==> src/erf_pkg.sv <==
// ============================================================================
// erf_pkg
// Shared types and constants for the escaped record framer.
// ============================================================================
`default_nettype none

package erf_pkg;

    localparam int DEFAULT_MAX_DATA_BYTES = 8;

    localparam logic [7:0]  OPEN_CODE_RESET   = 8'd126;
    localparam logic [7:0]  ESC_CODE_RESET    = 8'd125;
    localparam logic [7:0]  ESC_MASK_RESET    = 8'd32;
    localparam logic [15:0] BUFFER_SIZE_RESET = 16'd4096;

    localparam logic [3:0]  LAST_VALID_TYPE = 4'd8;
    localparam int          HEADER_BYTES    = 6;

    localparam logic [1:0] REG_OPEN_CODE   = 2'd0;
    localparam logic [1:0] REG_ESC_CODE    = 2'd1;
    localparam logic [1:0] REG_ESC_MASK    = 2'd2;
    localparam logic [1:0] REG_BUFFER_SIZE = 2'd3;

    localparam logic [0:0] OP_RECORD = 1'b0;
    localparam logic [0:0] OP_CLEAR  = 1'b1;

    localparam logic [1:0] STATUS_OK       = 2'd0;
    localparam logic [1:0] STATUS_FULL     = 2'd1;
    localparam logic [1:0] STATUS_BAD_TYPE = 2'd2;
    localparam logic [1:0] STATUS_CLEARED  = 2'd3;

    typedef struct packed {
        logic [0:0]  operation;
        logic [31:0] timestamp;
        logic [15:0] identifier;
        logic [63:0] data_value;
        logic [3:0]  data_size;
        logic [3:0]  value_type;
    } in_t;

    typedef struct packed {
        logic [7:0] out_byte;
        logic       is_last;
        logic [1:0] status;
    } out_t;

    typedef struct packed {
        logic [7:0] byte_val;
        logic [7:0] raw_val;
        logic       advance;
        logic       final_byte;
    } unit_t;

endpackage

`default_nettype wire

==> src/erf_byte_unit.sv <==
// ============================================================================
// erf_byte_unit
// Shared byte unit: picks the current raw frame byte and applies stuffing.
// ============================================================================
`default_nettype none

module erf_byte_unit
    import erf_pkg::*;
#(
    parameter int MAX_DATA_BYTES = DEFAULT_MAX_DATA_BYTES,
    localparam int IDX_W = $clog2(HEADER_BYTES + MAX_DATA_BYTES + 1)
)
(
    input  wire in_t              rec,
    input  wire logic [IDX_W-1:0] idx,
    input  wire logic [IDX_W-1:0] last_idx,
    input  wire logic [3:0]       size,
    input  wire logic [7:0]       sum,
    input  wire logic             esc_pending,
    input  wire logic [7:0]       open_code,
    input  wire logic [7:0]       esc_code,
    input  wire logic [7:0]       esc_mask,
    output unit_t                 res
);

    logic [IDX_W-1:0] vsel_full;
    logic [2:0]       vsel;
    logic [7:0]       raw;
    logic             is_ctrl;

    assign vsel_full = IDX_W'(size) + IDX_W'(HEADER_BYTES - 1) - idx;
    assign vsel      = vsel_full[2:0];

    always_comb
    begin
        if (idx == last_idx)
        begin
            raw = sum;
        end
        else
        begin
            case (idx)
                IDX_W'(0): raw = rec.timestamp[31:24];
                IDX_W'(1): raw = rec.timestamp[23:16];
                IDX_W'(2): raw = rec.timestamp[15:8];
                IDX_W'(3): raw = rec.timestamp[7:0];
                IDX_W'(4): raw = rec.identifier[15:8];
                IDX_W'(5): raw = rec.identifier[7:0];
                default:   raw = rec.data_value[{vsel, 3'b000} +: 8];
            endcase
        end
    end

    assign is_ctrl = (raw == open_code) || (raw == esc_code);

    always_comb
    begin
        res.raw_val = raw;
        if (esc_pending)
        begin
            res.byte_val = raw ^ esc_mask;
            res.advance  = 1'b1;
        end
        else if (is_ctrl)
        begin
            res.byte_val = esc_code;
            res.advance  = 1'b0;
        end
        else
        begin
            res.byte_val = raw;
            res.advance  = 1'b1;
        end
        res.final_byte = res.advance && (idx == last_idx);
    end

endmodule

`default_nettype wire

==> src/escaped_record_framer.sv <==
// ============================================================================
// escaped_record_framer
// Frames records into a byte-stuffed stream with an additive checksum.
// ============================================================================
//
// channel  direction  handshake              payload
// in       input      in_valid / in_stall    in_data  (in_t)
// out      output     out_valid / out_stall  out_data (out_t)
// cfg      input      cfg_valid / cfg_ready  cfg_index, cfg_data
//
// A request is accepted and goes through the space and type check; a record then
// moves through the shared byte unit at one output byte per cycle unless the
// output stalls, while a clear, full or bad-type result gives one status byte.
// Output stalls hold the sequencer in place. in_stall is high while a request
// is in work. Reset is asynchronous, active low, and restores the register
// defaults and a zero fill level.
`default_nettype none

module escaped_record_framer
    import erf_pkg::*;
#(
    parameter int MAX_DATA_BYTES = DEFAULT_MAX_DATA_BYTES
)
(
    input  wire logic        clk,
    input  wire logic        rst_n,
    input  wire logic        in_valid,
    output logic             in_stall,
    input  wire in_t         in_data,
    output logic             out_valid,
    input  wire logic        out_stall,
    output out_t             out_data,
    input  wire logic        cfg_valid,
    output logic             cfg_ready,
    input  wire logic [1:0]  cfg_index,
    input  wire logic [15:0] cfg_data
);

    localparam int IDX_W = $clog2(HEADER_BYTES + MAX_DATA_BYTES + 1);

    typedef enum logic [2:0] {
        IDLE,
        CHECK,
        SINGLE,
        START,
        DATA
    } state_t;

    state_t           state_reg, state_next;
    in_t              rec_reg, rec_next;
    logic [3:0]       size_reg, size_next;
    logic [IDX_W-1:0] idx_reg, idx_next;
    logic [7:0]       sum_reg, sum_next;
    logic             esc_reg, esc_next;
    logic [1:0]       status_reg, status_next;
    logic [15:0]      fill_reg, fill_next;
    logic             out_valid_reg, out_valid_next;
    out_t             out_reg, out_next;
    logic [7:0]       start_reg, escape_reg, xor_reg;
    logic [15:0]      bsize_reg;

    logic             out_free;
    logic [IDX_W-1:0] last_idx;
    logic [5:0]       need;
    logic [16:0]      fill_plus_need;
    logic             full;
    unit_t            unit;

    assign in_stall  = (state_reg != IDLE);
    assign out_valid = out_valid_reg;
    assign out_data  = out_reg;
    assign cfg_ready = 1'b1;

    assign out_free       = !out_valid_reg || !out_stall;
    assign last_idx       = IDX_W'(HEADER_BYTES) + IDX_W'(size_reg);
    assign need           = 6'd16 + {1'b0, size_reg, 1'b0};
    assign fill_plus_need = {1'b0, fill_reg} + 17'(need);
    assign full           = fill_plus_need > {1'b0, bsize_reg};

    erf_byte_unit #(
        .MAX_DATA_BYTES (MAX_DATA_BYTES)
    ) u_byte_unit (
        .rec         (rec_reg),
        .idx         (idx_reg),
        .last_idx    (last_idx),
        .size        (size_reg),
        .sum         (sum_reg),
        .esc_pending (esc_reg),
        .open_code   (start_reg),
        .esc_code    (escape_reg),
        .esc_mask    (xor_reg),
        .res         (unit)
    );

    always_comb
    begin
        state_next     = state_reg;
        rec_next       = rec_reg;
        size_next      = size_reg;
        idx_next       = idx_reg;
        sum_next       = sum_reg;
        esc_next       = esc_reg;
        status_next    = status_reg;
        fill_next      = fill_reg;
        out_valid_next = out_valid_reg && out_stall;
        out_next       = out_reg;

        case (state_reg)
            IDLE:
            begin
                if (in_valid)
                begin
                    rec_next = in_data;
                    if (in_data.data_size > 4'(MAX_DATA_BYTES))
                    begin
                        size_next = 4'(MAX_DATA_BYTES);
                    end
                    else
                    begin
                        size_next = in_data.data_size;
                    end
                    state_next = CHECK;
                end
            end
            CHECK:
            begin
                idx_next = '0;
                esc_next = 1'b0;
                sum_next = start_reg;
                if (rec_reg.operation == OP_CLEAR)
                begin
                    fill_next   = '0;
                    status_next = STATUS_CLEARED;
                    state_next  = SINGLE;
                end
                else if (full)
                begin
                    status_next = STATUS_FULL;
                    state_next  = SINGLE;
                end
                else if (rec_reg.value_type > LAST_VALID_TYPE)
                begin
                    status_next = STATUS_BAD_TYPE;
                    state_next  = SINGLE;
                end
                else
                begin
                    state_next = START;
                end
            end
            SINGLE:
            begin
                if (out_free)
                begin
                    out_valid_next   = 1'b1;
                    out_next.out_byte = '0;
                    out_next.is_last  = 1'b1;
                    out_next.status   = status_reg;
                    state_next        = IDLE;
                end
            end
            START:
            begin
                if (out_free)
                begin
                    out_valid_next    = 1'b1;
                    out_next.out_byte = start_reg;
                    out_next.is_last  = 1'b0;
                    out_next.status   = STATUS_OK;
                    fill_next         = fill_reg + 16'd1;
                    state_next        = DATA;
                end
            end
            DATA:
            begin
                if (out_free)
                begin
                    out_valid_next    = 1'b1;
                    out_next.out_byte = unit.byte_val;
                    out_next.is_last  = unit.final_byte;
                    out_next.status   = STATUS_OK;
                    fill_next         = fill_reg + 16'd1;
                    esc_next          = !unit.advance;
                    if (unit.advance)
                    begin
                        sum_next = sum_reg + unit.raw_val;
                        idx_next = idx_reg + IDX_W'(1);
                    end
                    if (unit.final_byte)
                    begin
                        state_next = IDLE;
                    end
                end
            end
            default:
            begin
                state_next = IDLE;
            end
        endcase
    end

    always_ff @(posedge clk or negedge rst_n)
    begin
        if (!rst_n)
        begin
            state_reg     <= IDLE;
            rec_reg       <= '0;
            size_reg      <= '0;
            idx_reg       <= '0;
            sum_reg       <= '0;
            esc_reg       <= 1'b0;
            status_reg    <= STATUS_OK;
            fill_reg      <= '0;
            out_valid_reg <= 1'b0;
            out_reg       <= '0;
            start_reg     <= OPEN_CODE_RESET;
            escape_reg    <= ESC_CODE_RESET;
            xor_reg       <= ESC_MASK_RESET;
            bsize_reg     <= BUFFER_SIZE_RESET;
        end
        else
        begin
            state_reg     <= state_next;
            rec_reg       <= rec_next;
            size_reg      <= size_next;
            idx_reg       <= idx_next;
            sum_reg       <= sum_next;
            esc_reg       <= esc_next;
            status_reg    <= status_next;
            fill_reg      <= fill_next;
            out_valid_reg <= out_valid_next;
            out_reg       <= out_next;
            if (cfg_valid && cfg_ready)
            begin
                case (cfg_index)
                    REG_OPEN_CODE:   start_reg  <= cfg_data[7:0];
                    REG_ESC_CODE:    escape_reg <= cfg_data[7:0];
                    REG_ESC_MASK:    xor_reg    <= cfg_data[7:0];
                    REG_BUFFER_SIZE: bsize_reg  <= cfg_data;
                    default:         bsize_reg  <= bsize_reg;
                endcase
            end
        end
    end

endmodule

`default_nettype wire
==> config.mk <==
export PLATFORM = sky130hd
export DESIGN_NAME = escaped_record_framer
export DESIGN_NICKNAME = d
export VERILOG_FILES = /design/src/erf_pkg.sv /design/src/erf_byte_unit.sv /design/src/escaped_record_framer.sv
export SDC_FILE = /design/constraint.sdc
export NUM_CORES = 1
export LEC_CHECK = 0
export BUFFER_PORTS_ARGS = -buffer_cell sky130_fd_sc_hd__buf_2
export CAP_MARGIN = 20
export CORE_UTILIZATION = 54
export CTS_BUF_LIST = sky130_fd_sc_hd__clkbuf_2 sky130_fd_sc_hd__clkbuf_4 sky130_fd_sc_hd__clkbuf_8
export CTS_CLUSTER_SIZE = 10
export DETAILED_ROUTE_END_ITERATION = 8
export PLACE_DENSITY = 0.78
export SKIP_LAST_GASP = 1
export SLEW_MARGIN = 20
export SYNTH_ARGS = -nofsm -noshare
export SYNTH_HDL_FRONTEND = slang
export SYNTH_HIERARCHICAL = 1
export SYNTH_SLANG_ARGS = --single-unit
==> constraint.sdc <==
create_clock -name clk -period 4.9 [get_ports clk]
set_clock_uncertainty 0.15 [all_clocks]
set_input_delay 0.98 -clock clk [delete_from_list [all_inputs] [get_ports clk]]
set_output_delay 0.98 -clock clk [all_outputs]
set_load 0.01 [all_outputs]
==> flow_summary.rst <==
.. list-table::
   :header-rows: 1

   * - Metric
     - Value
   * - Type of destination of the critical path
     - flip-flop
   * - Result of the run
     - finished, final reports clean
   * - Post-Syn Nets
     - roughly 1400
   * - H-tree depth
     - 2
   * - Num Clock Sinks
     - between 200 and 250
   * - Post-route ant nets
     - 0
   * - Average wire length per cell after detail routing
     - approximately 17 µm
   * - Via count of the first global-routing pass
     - 9124
   * - Hold buffer count at cts
     - 0
   * - Post-route minimum period
     - 4.62 ns
   * - Half-perimeter wire length after placement
     - between 20000 and 25000 µm
   * - Design Area, Final
     - approximately 0.013 mm²
   * - Total I/O pin count
     - 158
   * - Clock tree from TritonCTS
     - built
   * - DR iter-0 viols
     - 715
   * - Port-buffer cells
     - 156
   * - Drt first pass iters
     - 6
   * - Final setup violation count
     - 0
   * - Post-route worst hold slack
     - 0.321 ns
   * - Largest net degree at the start of global routing
     - 118
   * - Die Span X
     - 146 µm
   * - Routed vias/inst
     - 5.54
   * - Clock root cell
     - sky130_fd_sc_hd__clkbuf_8
   * - Path class of the lowest-slack min-delay path
     - reg -> reg
   * - Power density normalized to cell area
     - 682 mW/mm²
   * - Initial standard-cell utilization of the core
     - 55.3%
   * - Rel. slew slack
     - 37.3%
   * - Setup crit start kind
     - flip-flop
   * - Register Area
     - 0.00520 mm²
   * - Worst setup path category
     - reg -> reg
   * - Fmax
     - 216 MHz
   * - Period utilization
     - 94.3%
   * - Final hold viol count
     - 0
   * - Actual transition at the worst max-transition pin
     - roughly 0.94 ns
   * - Unrepaired setup endpoints after global routing
     - no
   * - Average size of a mapped cell
     - 9.52 µm²
   * - Combined global-route utilization of all metal layers
     - 27.1%
   * - Area of the multi-input gates
     - 0.00559 mm²
   * - P&R area growth vs syn
     - 15.7%
   * - Total routed wirelength
     - 28100 µm
   * - Number of standard-cell rows in the floorplan
     - 52
   * - Critical path fanouts, max
     - 15
   * - Share of post-route cells with drive strength above 1
     - 25.8%
   * - Data required, critical path
     - 5.18 ns
   * - Clock Tree Buf Depth
     - 3
   * - Post-Route Setup TNS
     - 0 ns
   * - Clock slew at reported path FFs
     - about 0.060 ns
   * - Number of fill cells in the layout
     - 1659
   * - Pins Over Slew Limit
     - 0
   * - Grt total ovfl
     - 0
   * - Core Box Area
     - 0.0204 mm²
   * - Arrival time reported for the critical path endpoint
     - 4.90 ns
   * - Weighted congestion at the end of routability-driven global placement
     - 0.886
   * - Max-capacitance violation count
     - 0
   * - Initial antenna violation count
     - 0
   * - Yosys warning count
     - 6
   * - Post-synthesis cell area
     - 0.0113 mm²
   * - Total cell area at the placement stage
     - 0.0123 mm²
   * - Clock latency on the worst-skew pair
     - 0.53 ns
   * - Vertical die dimension
     - 146 µm
   * - Leakage dissipation
     - 6.61 nW
   * - Total Die Area
     - 0.0214 mm²
   * - First-pass GRT wire length
     - 46000 µm
   * - Post-synthesis instance total
     - 1182
   * - VDD IR max
     - 0.398 mV
   * - Diodes inserted
     - 0
   * - DRC violation count after routing
     - 0
   * - Number of flip-flops in the largest register
     - 117
   * - Total number of vias
     - 9023
   * - # nets final
     - 1520
   * - Cts bufs inserted
     - 36
-- repair_timing --
| item | in CTS | in global routing |
|---|---|---|
| setup endpoints to repair | 0 | 8 |
| setup buffers | 0 | 0 |
| resized for setup | 0 | 1 |
-- worst max-delay path, stage by stage (launching register included) --
cell                       delay (ns)
sky130_fd_sc_hd__dfrtp_1         0.38
sky130_fd_sc_hd__inv_1           0.06
sky130_fd_sc_hd__ha_1            0.27
sky130_fd_sc_hd__inv_1           0.04
sky130_fd_sc_hd__ha_1            0.21
sky130_fd_sc_hd__xor2_2          0.18
sky130_fd_sc_hd__xnor2_4         0.45
sky130_fd_sc_hd__mux2_4          0.34
sky130_fd_sc_hd__a221o_1         0.44
sky130_fd_sc_hd__xnor2_2         0.16
sky130_fd_sc_hd__nand4_1         0.11
sky130_fd_sc_hd__or4_4           0.45
sky130_fd_sc_hd__and2_4          0.19
sky130_fd_sc_hd__or2_1           0.26
sky130_fd_sc_hd__a21oi_2         0.18
sky130_fd_sc_hd__nand2b_2        0.34
sky130_fd_sc_hd__buf_4           0.20
sky130_fd_sc_hd__a21oi_1         0.06
sky130_fd_sc_hd__o31ai_1         0.07
-- where the power goes --
group / internal [mW] / switching, mW
registers: 2.39 / 0.523
logic: 1.89 / 2.40
clock network: 0.950 / 0.722
total: 5.23 / 3.64
-- final timing paths --
kind	startpoint	endpoint	slack, ns	depth (start not counted)
worst max-delay path	size_reg[1]	sum_reg[6]	0.28	18
worst min-delay path	rec_reg[78]	rec_reg[78]	0.32	2
worst max register to register	size_reg[1]	sum_reg[6]	0.28	18
worst min register to register	rec_reg[78]	rec_reg[78]	0.32	2
max in group asynchronous	rst_n	start_reg[2]	3.25	2
min in group asynchronous	rst_n	rec_reg[99]	0.42	1
-- metrics by stage --
stage	instances	power, mW	worst slack [ns]	util, %
after global placement	1568	7.00	0.276	60.1
after global routing	1630	9.47	0.0508	63.9
after detailed placement	1568	7.15	0.119	60.2
after CTS	1630	8.87	0.0973	63.9
final	1630	8.88	0.277	63.9
after floorplan	1182	6.02	0.302	-
-- per-layer routing --
layer  share of wire, %  global-route usage (%)
met3                6.3                    5.34
met4                4.2                    12.4
met2                 48                    44.2
met1                 42                    35.0
met5                  0                       0
-- cell usage in the layout (no fill, tap or decap), drive strengths merged, types with 15 or more instances in the layout --
cell type / instances
nor2: 41
xor2: 27
mux4: 18
clkbuf: 54
mux2i: 28
nand2: 407
ha: 38
mux2: 46
a21oi: 26
xnor2: 28
buf: 177
nand4: 15
o21ai: 41
dfrtp: 193
inv: 45
-- final cells by class --
class,instances,area share [%]
clock inverters,9,0.596
inverters,45,1.30
flip-flops and latches,207,39.9
repair buffers,178,7.43
multi-input cells,868,42.9
well taps,270,2.59
clock buffers,53,5.27
Note: power is estimated with default switching activity, not from simulation.
